`src/rtl/dlefr_pkg.sv`:
```
// ----------------------------------------------------------------------------
// dlefr_pkg
// Shared types, link symbols and the CRC-16 byte update for the framed receiver.
// ----------------------------------------------------------------------------
package dlefr_pkg;

  localparam logic [7:0]  SYM_DLE  = 8'h10;
  localparam logic [7:0]  SYM_STX  = 8'h02;
  localparam logic [7:0]  SYM_ETX  = 8'h03;
  localparam logic [15:0] CRC_POLY = 16'h1021;
  localparam logic [15:0] CRC_TOP  = 16'h8000;
  localparam logic [8:0]  MIN_LEN_RESET = 9'd6;

  typedef enum logic [1:0] {
    KIND_DATA   = 2'd0,
    KIND_ACCEPT = 2'd1,
    KIND_REJECT = 2'd2,
    KIND_ABORT  = 2'd3
  } kind_t;

  typedef struct packed {
    kind_t      kind;
    logic [7:0] data_byte;
    logic [7:0] byte_index;
    logic [8:0] frame_length;
  } result_t;

  // msb-first crc-16, one byte folded in, eight shift steps unrolled
  function automatic logic [15:0] crc_fold(input logic [15:0] crc_in, input logic [7:0] b);
    logic [15:0] crc;
    crc = crc_in ^ {b, 8'h00};
    for (int k = 0; k < 8; k++) begin
      if ((crc & CRC_TOP) != 16'h0000) begin
        crc = {crc[14:0], 1'b0} ^ CRC_POLY;
      end else begin
        crc = {crc[14:0], 1'b0};
      end
    end
    return crc;
  endfunction

endpackage

```
`src/rtl/dle_framed_receiver_crc16_top.sv`:
```
// ----------------------------------------------------------------------------
// dle_framed_receiver_crc16_top
// DLE STX / DLE ETX frame receiver with byte unstuffing and CRC-16 check.
// ----------------------------------------------------------------------------
// Takes one raw link byte per clock while in_stall is low and gives at most
// one registered result beat per byte: a payload byte with its index, or a
// frame end (accepted, rejected or aborted) with the unstuffed length. The
// framing state and the unrolled CRC-16 byte update are combinational, so
// the sustained rate is one byte per cycle while in_stall is low. Results
// pass through an output register backed by a one-beat skid register;
// in_stall rises only while the skid register holds a beat, i.e. after the
// output side has stalled with two results pending. min_frame_length may be
// written at any time the receiver is quiet; cfg_ready is always high.
module dle_framed_receiver_crc16_top
  import dlefr_pkg::*;
#(
  parameter int MAX_FRAME = 256
) (
  input  logic       clk,
  input  logic       rst,
  input  logic       in_valid,
  output logic       in_stall,
  input  logic [7:0] rx_byte,
  output logic       out_valid,
  input  logic       out_stall,
  output logic [1:0] kind,
  output logic [7:0] data_byte,
  output logic [7:0] byte_index,
  output logic [8:0] frame_length,
  input  logic       cfg_valid,
  output logic       cfg_ready,
  input  logic [8:0] min_frame_length
);

  localparam int CW = $clog2(MAX_FRAME + 1);
  localparam logic [CW-1:0] LAST_COUNT = CW'(MAX_FRAME - 1);
  localparam logic [CW-1:0] FULL_COUNT = CW'(MAX_FRAME);

  typedef enum logic [1:0] {
    PH_IDLE = 2'd0,
    PH_OPEN = 2'd1,
    PH_BODY = 2'd2
  } phase_t;

  phase_t        phase, phase_next;
  logic          escape_pending, escape_pending_next;
  logic [CW-1:0] byte_count, byte_count_next;
  logic [15:0]   crc_residue, crc_residue_next;
  logic [8:0]    min_len;

  logic          res_valid;
  result_t       res;
  result_t       out_reg, skid_reg;
  logic          skid_valid;
  logic          accept, out_free;

  assign cfg_ready = 1'b1;
  assign in_stall  = skid_valid;
  assign accept    = in_valid && !skid_valid;
  assign out_free  = !out_valid || !out_stall;

  assign kind         = out_reg.kind;
  assign data_byte    = out_reg.data_byte;
  assign byte_index   = out_reg.byte_index;
  assign frame_length = out_reg.frame_length;

  always_comb begin
    phase_next          = phase;
    escape_pending_next = escape_pending;
    byte_count_next     = byte_count;
    crc_residue_next    = crc_residue;
    res_valid           = 1'b0;
    res                 = '{KIND_DATA, 8'h00, 8'h00, 9'h000};
    unique case (phase)
      PH_OPEN: begin
        escape_pending_next = 1'b0;
        if (rx_byte == SYM_STX) begin
          phase_next       = PH_BODY;
          byte_count_next  = '0;
          crc_residue_next = '0;
        end else begin
          phase_next = PH_IDLE;
        end
      end
      PH_BODY: begin
        if (!escape_pending && rx_byte == SYM_DLE) begin
          escape_pending_next = 1'b1;
        end else if (escape_pending && rx_byte == SYM_ETX) begin
          escape_pending_next = 1'b0;
          phase_next          = PH_IDLE;
          res_valid           = 1'b1;
          res.frame_length    = 9'(byte_count);
          if (crc_residue == 16'h0000 &&
              {9'h000, byte_count} >= {{CW{1'b0}}, min_len}) begin
            res.kind = KIND_ACCEPT;
          end else begin
            res.kind = KIND_REJECT;
          end
        end else if (escape_pending && rx_byte != SYM_DLE) begin
          escape_pending_next = 1'b0;
          phase_next          = PH_IDLE;
          res_valid           = 1'b1;
          res.kind            = KIND_ABORT;
          res.frame_length    = 9'(byte_count);
        end else if (byte_count >= LAST_COUNT) begin
          // data byte that would fill the frame ends it instead
          escape_pending_next = 1'b0;
          phase_next          = PH_IDLE;
          byte_count_next     = FULL_COUNT;
          res_valid           = 1'b1;
          res.kind            = KIND_ABORT;
          res.frame_length    = 9'(FULL_COUNT);
        end else begin
          escape_pending_next = 1'b0;
          crc_residue_next    = crc_fold(crc_residue, rx_byte);
          byte_count_next     = byte_count + 1'b1;
          res_valid           = 1'b1;
          res.kind            = KIND_DATA;
          res.data_byte       = rx_byte;
          res.byte_index      = 8'(byte_count);
        end
      end
      default: begin
        escape_pending_next = 1'b0;
        phase_next          = (rx_byte == SYM_DLE) ? PH_OPEN : PH_IDLE;
      end
    endcase
  end

  always_ff @(posedge clk) begin
    if (rst) begin
      phase          <= PH_IDLE;
      escape_pending <= 1'b0;
      byte_count     <= '0;
      crc_residue    <= '0;
      min_len        <= MIN_LEN_RESET;
      out_valid      <= 1'b0;
      skid_valid     <= 1'b0;
    end else begin
      if (cfg_valid && cfg_ready) begin
        min_len <= min_frame_length;
      end
      if (accept) begin
        phase          <= phase_next;
        escape_pending <= escape_pending_next;
        byte_count     <= byte_count_next;
        crc_residue    <= crc_residue_next;
      end
      if (skid_valid) begin
        if (out_free) begin
          out_reg    <= skid_reg;
          out_valid  <= 1'b1;
          skid_valid <= 1'b0;
        end
      end else if (accept && res_valid) begin
        if (out_free) begin
          out_reg   <= res;
          out_valid <= 1'b1;
        end else begin
          skid_reg   <= res;
          skid_valid <= 1'b1;
        end
      end else if (out_free) begin
        out_valid <= 1'b0;
      end
    end
  end

`ifndef SYNTHESIS
  a_skid_behind_out: assert property (@(posedge clk) disable iff (rst)
    skid_valid |-> out_valid)
    else $error("skid beat held with empty output register");

  a_data_no_length: assert property (@(posedge clk) disable iff (rst)
    (out_valid && out_reg.kind == KIND_DATA) |-> (out_reg.frame_length == 9'h000))
    else $error("payload beat carries a frame length");

  a_end_no_data: assert property (@(posedge clk) disable iff (rst)
    (out_valid && out_reg.kind != KIND_DATA) |->
      (out_reg.data_byte == 8'h00 && out_reg.byte_index == 8'h00))
    else $error("frame end beat carries payload");

  a_escape_in_body: assert property (@(posedge clk) disable iff (rst)
    escape_pending |-> (phase == PH_BODY))
    else $error("escape pending outside a frame");
`endif

endmodule
```
`config.mk`:
```
export PLATFORM = sky130hd
export DESIGN_NAME = dle_framed_receiver_crc16_top
export DESIGN_NICKNAME = d
export VERILOG_FILES = /design/src/rtl/dlefr_pkg.sv /design/src/rtl/dle_framed_receiver_crc16_top.sv
export SDC_FILE = /design/constraint.sdc
export NUM_CORES = 1
export LEC_CHECK = 0
export ABC_CLOCK_PERIOD_IN_PS = 12100
export BUFFER_PORTS_ARGS = -buffer_cell sky130_fd_sc_hd__buf_2
export CORE_ASPECT_RATIO = 2
export CORE_UTILIZATION = 45
export CTS_BUF_LIST = sky130_fd_sc_hd__clkbuf_2 sky130_fd_sc_hd__clkbuf_4 sky130_fd_sc_hd__clkbuf_8
export DETAILED_ROUTE_END_ITERATION = 10
export SETUP_SLACK_MARGIN = 0.4
export SKIP_CTS_REPAIR_TIMING = 1
export SLEW_MARGIN = 5
export SYNTH_ARGS = -nofsm -noshare
export SYNTH_HDL_FRONTEND = slang
export SYNTH_SLANG_ARGS = --single-unit
export TNS_END_PERCENT = 100
```
`constraint.sdc`:
```
create_clock -name clk -period 12.1 [get_ports clk]
set_input_delay 1.21 -clock clk [delete_from_list [all_inputs] [get_ports clk]]
set_output_delay 1.21 -clock clk [all_outputs]
set_load 0.02 [all_outputs]
```
After elaboration in Yosys (flattened, before gate mapping)
Cells that the tools add are included.

operators by class
  add/subtract/negate cells = 1
  multipliers = 0
  div/mod/pow operators = 0
  $lt $le $gt $ge = 2
  eq/ne operators = 12
  shift operators = 0
  mux-type cells = 89
  bitwise logic cells = 12
  reduce and logical (&&, ||, !) cells = 20

operators with widths
  kind                   number
  $mux W16               43
  $mux W27               6
  $mux W13               8
  $mux W9                8
  $pmux W16 S2           1
  $not A3 Y3             8
  $mux W2                9
  $pmux W9 S2            1
  $eq A8 B2 Y1 const B   2
  $logic_not A16 Y1      1
  $xor A16 B16 Y16       1
  $mux W1                12
  $ne A2 B2 Y1 const B   5
  $add A9 B1 Y9 const B  1
  $ge A9 B8 Y1 const B   1
  $ge A9 B9 Y1           1
  $eq A8 B5 Y1 const B   1
  $ne A8 B5 Y1 const B   1
  $reduce_and A7 Y1      1
  $logic_and A1 B1 Y1    6
  $reduce_and A3 Y1      2
  $reduce_and A6 Y1      1
  $logic_not A1 Y1       4
  $ne A4 B4 Y1 const B   1
  other kinds (8)        11

storage, ports and cells
  flip-flop bits (word level) = 93
  bits in latches = 0
  memory bits (writable) = 0
  bits in read-only memories = 0
  output and inout bits = 30
  logic and storage cells = 151
  memories = 0

Longest topological paths before layout
Gate-level depths: netlist of run 1.

  word-level depth = 57
  depth in mapped cells = 10
  gate-level depth less buffers = 9

Worst setup path after synthesis of run 1
Ideal clock, no wire load.

  path kind = in2reg
  start = input port rx_byte[4]
  end = register skid_reg[0] (netlist bit) (enable)
  arrival = 4.288 ns
  required time = 11.621 ns
  slack = 7.333 ns
  stages on the path = 4
  path buffers = 0
  cell sequence = or4b_1 or3_4 nand2_1 nor4_1

between the ends
  longest elaborated chain between the ends = 6

ends and longest elaborated chain
  element                             line                                  RTL
  start: declaration                  dle_framed_receiver_crc16_top.sv:23   input logic [7:0] rx_byte,
  $eq A8 B5 Y1                        dle_framed_receiver_crc16_top.sv:86   if (!escape_pending && rx_byte == SYM_DLE) begin
  $logic_and A1 B1 Y1                 dle_framed_receiver_crc16_top.sv:86
  $mux W1                             dle_framed_receiver_crc16_top.sv:86
  $mux W1                             dle_framed_receiver_crc16_top.sv:74   unique case (phase)
  $logic_and A1 B1 Y1                 dle_framed_receiver_crc16_top.sv:155  end else if (accept && res_valid) begin
  $reduce_and A4 Y1 (no source line)  n/a
  end signal: assignment              dle_framed_receiver_crc16_top.sv:160  skid_reg <= res;
  end: declaration                    dle_framed_receiver_crc16_top.sv:53   result_t out_reg, skid_reg;

Every way passes these cells.
A chain may end at the register's enable or synchronous reset.

Worst setup path after layout of run 1
  start = input port rx_byte[0]
  end = register out_reg (netlist bit data_byte[2]) (enable)

between the ends
  longest elaborated chain between the ends = 7

ends and longest elaborated chain
  element                              line                                  RTL
  $eq A8 B5 Y1                         dle_framed_receiver_crc16_top.sv:86
  $logic_and A1 B1 Y1                  dle_framed_receiver_crc16_top.sv:86
  $mux W1                              dle_framed_receiver_crc16_top.sv:86
  $mux W1                              dle_framed_receiver_crc16_top.sv:74
  $logic_and A1 B1 Y1                  dle_framed_receiver_crc16_top.sv:155
  $reduce_bool A2 Y1 (no source line)  n/a
  $reduce_and A3 Y1 (no source line)   n/a
  end signal: assignment               dle_framed_receiver_crc16_top.sv:151  out_reg <= skid_reg;
  end signal: assignment               dle_framed_receiver_crc16_top.sv:157  out_reg <= res;
  end: declaration                     dle_framed_receiver_crc16_top.sv:53

Every way passes these cells.

==> metrics.csv, run 1 <==
metric;value;unit
status;completed;
path_cells;buf_2 -> or4_4 -> or3_4 -> and2_1 -> a21oi_1 -> a211oi_4 -> buf_4;
tns;0;ps
nets;465;
syn_nets;413;
synth_ff_type;edfxtp_1;
worstSetupPathType;input pin to register;
tightest_slew;630.5;ps
finalCritPeriodShare;0.2600;
powerDensity;108.9;mW/mm2
drt_iter0_drc;112;
setup_violations;0;
path_max_fanout;27;
clockRootBuffer;clkbuf_8;
synth-edff-count;54;
rows;51;
clock-sinks;93;
antenna_found_initial;0;
netlist_instances;378;
grt_pass1_wl;15610;um
die_x;72.54;um
dieArea;0.01038;mm2
io_buffers;50;
ant_nets;0;
synthToLayoutAreaGrowth;12.18;%
clkTransAtPathRegs;90;ps
final_common_cell;edfxtp_1;
floorplan.initialDensity;0.4617;
drive_above_1_share;0.2782;
gp_congestion;0.7999;
synth-async-reset-ratio;0;
ir_worst_vdd;0.06162;mV
cp-start-kind;input pin;
drc_errors;0;
die_h;143.1;um
finalMaxSlewViolations;0;
leakage;2.012;nW
cts_tree;done;
rsz0062_at_grt;false;
antenna_cells;0;
totalWireLength;9900;um
arrival;3240;ps
critPathBufInv;2;
core_region_area;0.009699;mm2
drv_cap;0;
grtUsageTotal;0.2077;
layout_common_cells;edfxtp_1, buf_2, dfxtp_1;
synth_area;0.004478;mm2
yosysSeqAreaShare;0.5365;
wl_per_cell;17.46;um
ys_warn_count;0;
synth_seq_cells;93;
fmax;317.9;MHz
syn_avg_cell_area;11.85;um2
gr-total-overflow;0;
placed_area;0.004852;mm2
crit_path_max_incr_delay;550;ps
hp-class;register to register;
htree_num_levels;3;
cp_top_family;simple AND/OR/NAND/NOR gates;
grt_pass1_vias;3095;
grt_max_degree;29;
largest_register_ffs;27;
end_kind;register;
numCtsBuffers;9;
fin_crit;3146;ps
final_area;0.005024;mm2
cp_slowest_cell;or4_4;
vias;3006;
clockBufferDepth;2;
dr.pass1.iters;4;
timing.final.hold_violations;0;
crit_required;12190;ps
skew;11.29;ps
clk_latency;370;ps
dp_hpwl;7528;um
max_slew_margin;0.5790;
synthDistinctLibCells;56;
ioPinCount;52;
viasPerCell;5.302;
[final timing paths]
| path | startpoint | endpoint | slack (ps) | cells past startpoint |
|---|---|---|---|---|
| setup / recovery | rx_byte[0] | data_byte[2] | 8950 | 7 |
| hold / removal | phase[1] | phase[1] | 490 | 2 |
| hold reg to reg | phase[1] | phase[1] | 490 | 2 |
| setup reg to reg | byte_count[1] | crc_residue[13] | 9670 | 9 |
[layer usage]
layer  GRT usage  share of wire  wire [um]  vias to the layer above
li1            -              -          -                     1466
met1      0.1900           0.35       3495                     1444
met3     0.04305          0.028        273                       23
met5           0              0          0                        -
met2      0.4038           0.58       5740                       73
met4      0.1176          0.039        391                        0
[power by group]
group | leakage [nW] | internal [mW] | switching, mW
clock network | 0.0793 | 0.0762 | 0.110
logic | 1.10 | 0.0104 | 0.0171
registers | 0.830 | 0.332 | 0.000840
total | 2.01 | 0.419 | 0.128
[tightest hold or removal path: stages, from the launching register on]
cell	delay, ps
dfxtp_1	330
nand2_1	60
mux2i_1	60
[cell families after synthesis]
logic type,after synthesis,share of synthesized area
flops,93,0.5365
other cells,1,0.0008374
buf+inv,29,0.03185
xor+xnor,25,0.04890
fa+ha+maj,14,0.03856
mux,44,0.1070
compound gates,50,0.07600
simple gates,122,0.1604
[cell type report]
class,count,area [um2]
Inverter,18,67.56
Multi-Input combinational cell,256,1952
Timing Repair Buffer,52,265.3
Fill cell,936,4676
Clock inverter,6,40.04
Clock buffer,10,131.4
Tap cell,132,165.2
Sequential cell,93,2402
[per-stage QoR]
step / setup WS (ps) / total power, mW / utilization / cells / hold slack, ps
finish: 8954 / 0.5469 / 0.5179 / 567 / 490.9
detailed placement: 8555 / 0.3684 / 0.5003 / 551 / 482.7
global placement: 8608 / 0.3678 / 0.5003 / 551 / 467.2
floorplan: 7333 / 0.3574 / - / 378 / 454.8
global route: 8835 / 0.5663 / 0.5179 / 567 / 524.2
CTS: 8963 / 0.5528 / 0.5179 / 567 / 495.9
[cell usage after synthesis (all sizes together) (2+ instances only)]
master	count	share of area
a21o	2	0.0034
a21oi	15	0.020
a22o	8	0.016
a31oi	2	0.0028
and2	22	0.036
and4	2	0.0045
buf	6	0.013
clkbuf	5	0.0042
dfxtp	39	0.17
edfxtp	54	0.36
ha	13	0.036
inv	18	0.015
mux2	28	0.071
mux2i	16	0.036
nand2	29	0.026
nand2b	3	0.0042
nand3	5	0.0056
nand4	4	0.0056
nor2	22	0.018
nor2b	4	0.0056
nor3	6	0.0067
nor3b	2	0.0034
nor4	7	0.013
nor4b	2	0.0067
o211ai	2	0.0034
o21a	2	0.0034
o21ai	11	0.012
o31ai	2	0.0034
or3	7	0.011
or4	3	0.0067
xnor2	14	0.027
xor2	11	0.022
(Power assumes the default switching activity.)
==> run 2, diff against run 1 <==
ABC_CLOCK_PERIOD_IN_PS = 3000   (was 12100)
clock period = 3 ns   (was 12.1 ns; I/O delays follow)
==> run 2 against run 1 <==
Cell count up 0.88%. Clock skew barely moved. Clock power rose to 4.6 times the previous value. Die area stayed put. Total power rose to 4.2 times the previous value. Count of clock-buffer cells in the layout up 1. Critical endpoint is now byte_index[1]. Largest power group unchanged.
==> metrics.csv, run 2 (synthesis results as in run 1) <==
metric;value;unit;change
ir_worst_vdd;0.2289;mV;+270%
largest_register_ffs;27;;unchanged
skew;11.52;ps;+0.2320 ps
numCtsBuffers;9;;unchanged
vias;3055;;+1.6%
end_kind;register;;
die_x;72.54;um;unchanged
hp-class;input pin to register;;
post-place-ws;390.6;ps;-8164 ps
dr.pass1.iters;5;;+1
cp-start-kind;register;;
rows;51;;unchanged
leakage;2.065;nW;+2.6%
ff2ff_path_depth;9;;unchanged
antenna_found_initial;0;;unchanged
final_util;0.5263;;+0.008385
r2r_start;byte_count[1];;
clkTransAtPathRegs;90;ps;about the same
gp_congestion;0.8456;;+5.7%
clockRootBuffer;clkbuf_8;;
fin_cells;572;;+0.88%
tns;0;ps;unchanged
fin_crit;2401;ps;
grt_pass1_vias;3148;;+1.7%
rsz0062_at_grt;false;;
clk_latency;370;ps;about the same
powerDensity;454.7;mW/mm2;+320%
setup_violations;0;;unchanged
die_h;143.1;um;unchanged
grtUsageTotal;0.2136;;+0.005881
finalCritPeriodShare;0.8005;;
dp_hpwl;7821;um;+3.9%
status;completed;;
hold_path_end;min_len[1];;
grt_pass1_wl;16300;um;+4.4%
worstSetupPathType;register to register;;
core_region_area;0.009699;mm2;unchanged
drive_above_1_share;0.2909;;+0.01275
nets;470;;+1.1%
ioPinCount;52;;unchanged
grt_max_degree;28;;-3.4%
ff2ff_setup_slack;600;ps;-9070 ps
hold_depth;3;;+1
fmax;416.4;MHz;
rr_endpoint;byte_index[1];;
ant_nets;0;;unchanged
wl_per_cell;17.95;um;+2.8%
dp_cells;556;;+0.91%
drt_iter0_drc;155;;+38%
drv_cap;0;;unchanged
power;2.321;mW;+320%
layout_common_cells;edfxtp_1, buf_2, dfxtp_1;;
final_common_cell;edfxtp_1;;
antenna_cells;0;;unchanged
clockBufferDepth;2;;unchanged
clock-sinks;93;;unchanged
drc_errors;0;;unchanged
tightest_slew;720.7;ps;+90.18 ps
cts_tree;done;;
crit_required;3120;ps;-9070 ps
min_from;min_frame_length[1];;
max_slew_margin;0.5159;;-0.06311
floorplan.initialDensity;0.4617;;unchanged
finalMaxSlewViolations;0;;unchanged
htree_num_levels;3;;unchanged
gr-total-overflow;0;;unchanged
io_buffers;50;;unchanged
arrival;2520;ps;-720 ps
setup_ws;598.5;ps;-8355 ps
dieArea;0.01038;mm2;unchanged
totalWireLength;10270;um;+3.7%
timing.final.hold_violations;0;;unchanged
synthToLayoutAreaGrowth;14.00;%;
viasPerCell;5.341;;+0.74%
path_max_fanout;17;;-37%
[run 2: changes by cell type in the layout (fill, tap and decap cells not counted), sizes merged]
cell | previous run | this run
buf | 52 | 57
clkinvlp | 3 | 1
bufinv | 0 | 1
clkbuf | 10 | 11
[run 2: worst max-delay path by stage]
stage	cells past startpoint	to	startpoint	slack, ps
2_1_floorplan	6	byte_index[0]	phase[0]	530
3_3_place_gp	7	data_byte[1]	rx_byte[0]	430
3_5_place_dp	7	data_byte[4]	rx_byte[0]	390
4_1_cts	9	crc_residue[12]	byte_count[1]	530
5_1_grt	5	skid_reg[11]	phase[0]	430
6_report	9	byte_index[1]	byte_count[1]	600
[run 2: critical path: stages (launching register included)]
cell and delay (ps):
dfxtp_1 490, ha_1 230, nand3_1 170, nor2_1 140, ha_1 150, nor2_1 50, o21a_1 180, and4_4 290
and2_1 200, mux2_2 260
[run 2: per-stage QoR]
stage	hold slack [ps]	area (um2)
after global routing	153.9	5105
after floorplan	430.4	4498
after global placement	466.2	4898
after CTS	143.3	5104
final	154.0	5105
after detailed placement	481.8	4898
[run 2: routing by layer]
metal  up-vias  GRT usage  share of wire
met3        25    0.03387          0.029
met2        75     0.4122           0.59
met5         -          0              0
li1       1478          -              -
met1      1477     0.2042           0.34
met4         0     0.1228          0.045
[run 2: cell type report]
cell class | count | area, um2
sequential | 93 | 2402
tap | 132 | 165.2
clock inverter | 5 | 60.06
inverter | 18 | 67.56
clock buffer | 11 | 145.1
multi-input combinational | 256 | 1962
fill | 939 | 4594
timing repair buffer | 57 | 302.8
[run 2: power by group]
| group | internal, mW | switching (mW) | total [mW] |
|---|---|---|---|
| Sequential | 1.34 | 0.00356 | 1.34 |
| Combinational | 0.0424 | 0.0705 | 0.113 |
| Clock | 0.419 | 0.445 | 0.864 |
==> run 3, diff against run 2 <==
ABC_CLOCK_PERIOD_IN_PS = 2000   (was 3000)
PLACE_DENSITY = 0.67   (was not set)
clock period = 2 ns   (was 3 ns; I/O delays follow)
==> run 3 against run 2 <==
The run now ends with negative setup slack left. Non-clock buffer count is 57 higher. Critical path depth is 2 lower. Final area is 21% higher. Combinational power is 88% higher. First-iteration DRC count is 7.7% higher. Die area stayed put. Clock skew is 3.9 ps lower. Largest power group unchanged.
==> metrics.csv, run 3 (synthesis results as in run 1) <==
metric;value;unit;change
gr-total-overflow;0;;unchanged
antenna_cells;0;;unchanged
layout_common_cells;edfxtp_1, buf_2, buf_4;;
vias;3373;;+10%
ff2ff_setup_slack;-10;ps;-610 ps
die_h;143.1;um;unchanged
power.share.sequential;0.569;;-0.010
failed_checks;negative setup slack;;
setup_violations;1;;+1
powerDensity;570.4;mW/mm2;+25%
rr_endpoint;byte_count[4];;
ioPinCount;52;;unchanged
final_common_cell;edfxtp_1;;
io_buffers;50;;unchanged
setup_ws;-13.79;ps;-612.3 ps
drt_iter0_drc;167;;+7.7%
finalCritPeriodShare;1.007;;+0.2064
core_region_area;0.009699;mm2;unchanged
clock-sinks;93;;unchanged
clockBufferDepth;2;;unchanged
finalMaxSlewViolations;0;;unchanged
dieArea;0.01038;mm2;unchanged
drc_errors;0;;unchanged
fmax;496.6;MHz;+19%
status;complete, but fails checks;;
drv_cap;0;;unchanged
cp-start-kind;register;;
ir_worst_vdd;0.4302;mV;+88%
r2r_start;phase[0];;
viasPerCell;5.345;;about the same
ant_nets;0;;unchanged
timing.final.hold_violations;0;;unchanged
post-place-ws;-207.9;ps;-598.5 ps
max_slew_margin;0.6667;;+0.1508
arrival;2320;ps;-200 ps
dp_hpwl;8068;um;+3.2%
clkTransAtPathRegs;90;ps;about the same
fillers;775;;-17%
htree_num_levels;3;;unchanged
final_area;0.006186;mm2;+21%
grt_pass1_vias;3416;;+8.5%
rsz0062_at_grt;true;;
wl_per_cell;18.03;um;+0.39%
synthToLayoutAreaGrowth;38.14;%;
grtUsageTotal;0.2143;;+0.0006705
totalWireLength;11370;um;+11%
clockRootBuffer;clkbuf_8;;
die_x;72.54;um;unchanged
register_area;0.002425;mm2;+0.94%
placed_area;0.005380;mm2;+9.8%
clk_latency;370;ps;about the same
rows;51;;unchanged
skew;7.647;ps;-3.877 ps
wl_met2;6541;um;+8.8%
ff2ff_path_depth;7;;-2
clkPwrFrac;0.370;;-0.002
sw_frac_of_total;0.2304;;+0.006626
antenna_found_initial;0;;unchanged
crit_required;2300;ps;-820 ps
drive_above_1_share;0.5050;;+0.2141
cts_tree;done;;
p_int;2.715;mW;+51%
path_max_fanout;6;;-11
top_layer;met4;;
hp-class;input pin to register;;
met3_length;318;um;+6.4%
dr.pass1.iters;4;;-1
fin_crit;2014;ps;-387.7 ps
gp_congestion;0.8873;;+4.9%
tightest_slew;496.3;ps;-224.4 ps
critPathCapture;byte_count[4];;
power.switching;0.8129;mW;+57%
largest_register_ffs;27;;unchanged
leakage;2.562;nW;+24%
numCtsBuffers;9;;unchanged
drt-met1-wl;3819;um;+9.2%
nets;529;;+13%
grt_pass1_wl;16460;um;+0.93%
pwr-share-comb;0.060;;+0.011
end_kind;register;;
floorplan.initialDensity;0.4617;;unchanged
worstSetupPathType;register to register;;
grt_max_degree;28;;unchanged
tns;-13.79;ps;-13.79 ps
multi_input_area;0.002436;mm2;+24%
crit_start;phase[0];;
==> run 3: changes by cell type in the layout (fill, tap and decap cells not counted), sizes merged <==
cell and change:
clkbuf +1, buf +55, and4 +2, inv +1, clkinvlp +3, clkinv -3
==> run 3: area by class of cell <==
type                            count  share of cell area
Multi-Input combinational cell    258              0.3938
Sequential cell                    93              0.3920
Timing Repair Buffer              114              0.1424
Tap cell                          132             0.02670
Clock buffer                       10             0.02225
Inverter                           18             0.01153
Clock inverter                      6             0.01133
==> run 3: critical path, stage by stage, from the launching register on <==
cell and delay, ps:
dfxtp_2 360, inv_2 40, ha_4 210, nand2b_4 140
or4_4 590, buf_6 160, or3_4 350, a21oi_2 110
==> run 3: metal layers <==
layer	up-vias	GRT usage
li1	1602	-
met1	1635	0.2003
met4	0	0.1517
met2	93	0.4014
met3	43	0.03881
met5	-	0
==> run 3: worst min-delay path by stage <==
stage	start	endpoint	cells past startpoint	slack, ps
after CTS	min_frame_length[2]	min_len[2]	3	60
after global placement	min_frame_length[6]	min_len[6]	3	440
after detailed placement	min_frame_length[2]	min_len[2]	3	440
final	min_frame_length[8]	min_len[8]	3	70
after global routing	min_frame_length[1]	min_len[1]	3	70
after floorplan	min_frame_length[1]	min_len[1]	2	330
==> run 3: per-stage QoR <==
| step | hold slack [ps] | utilization | power [mW] | cells |
|---|---|---|---|---|
| 2_1_floorplan | 330.4 | - | 2.164 | 378 |
| 3_3_place_gp | 437.1 | 0.5547 | 2.250 | 598 |
| 3_5_place_dp | 438.1 | 0.5547 | 2.255 | 598 |
| 4_1_cts | 56.53 | 0.5761 | 3.542 | 614 |
| 5_1_grt | 68.42 | 0.6378 | 3.655 | 631 |
| 6_report | 67.87 | 0.6378 | 3.528 | 631 |
==> run 3: power groups by stage <==
stage | sequential (mW) | clock, mW | combinational, mW
final | 2.01 | 1.31 | 0.212
after global routing | 2.01 | 1.42 | 0.228
after CTS | 2.01 | 1.33 | 0.197
after detailed placement | 2.06 | 0 | 0.196
after global placement | 2.06 | 0 | 0.192
after floorplan | 2.06 | 0 | 0.107
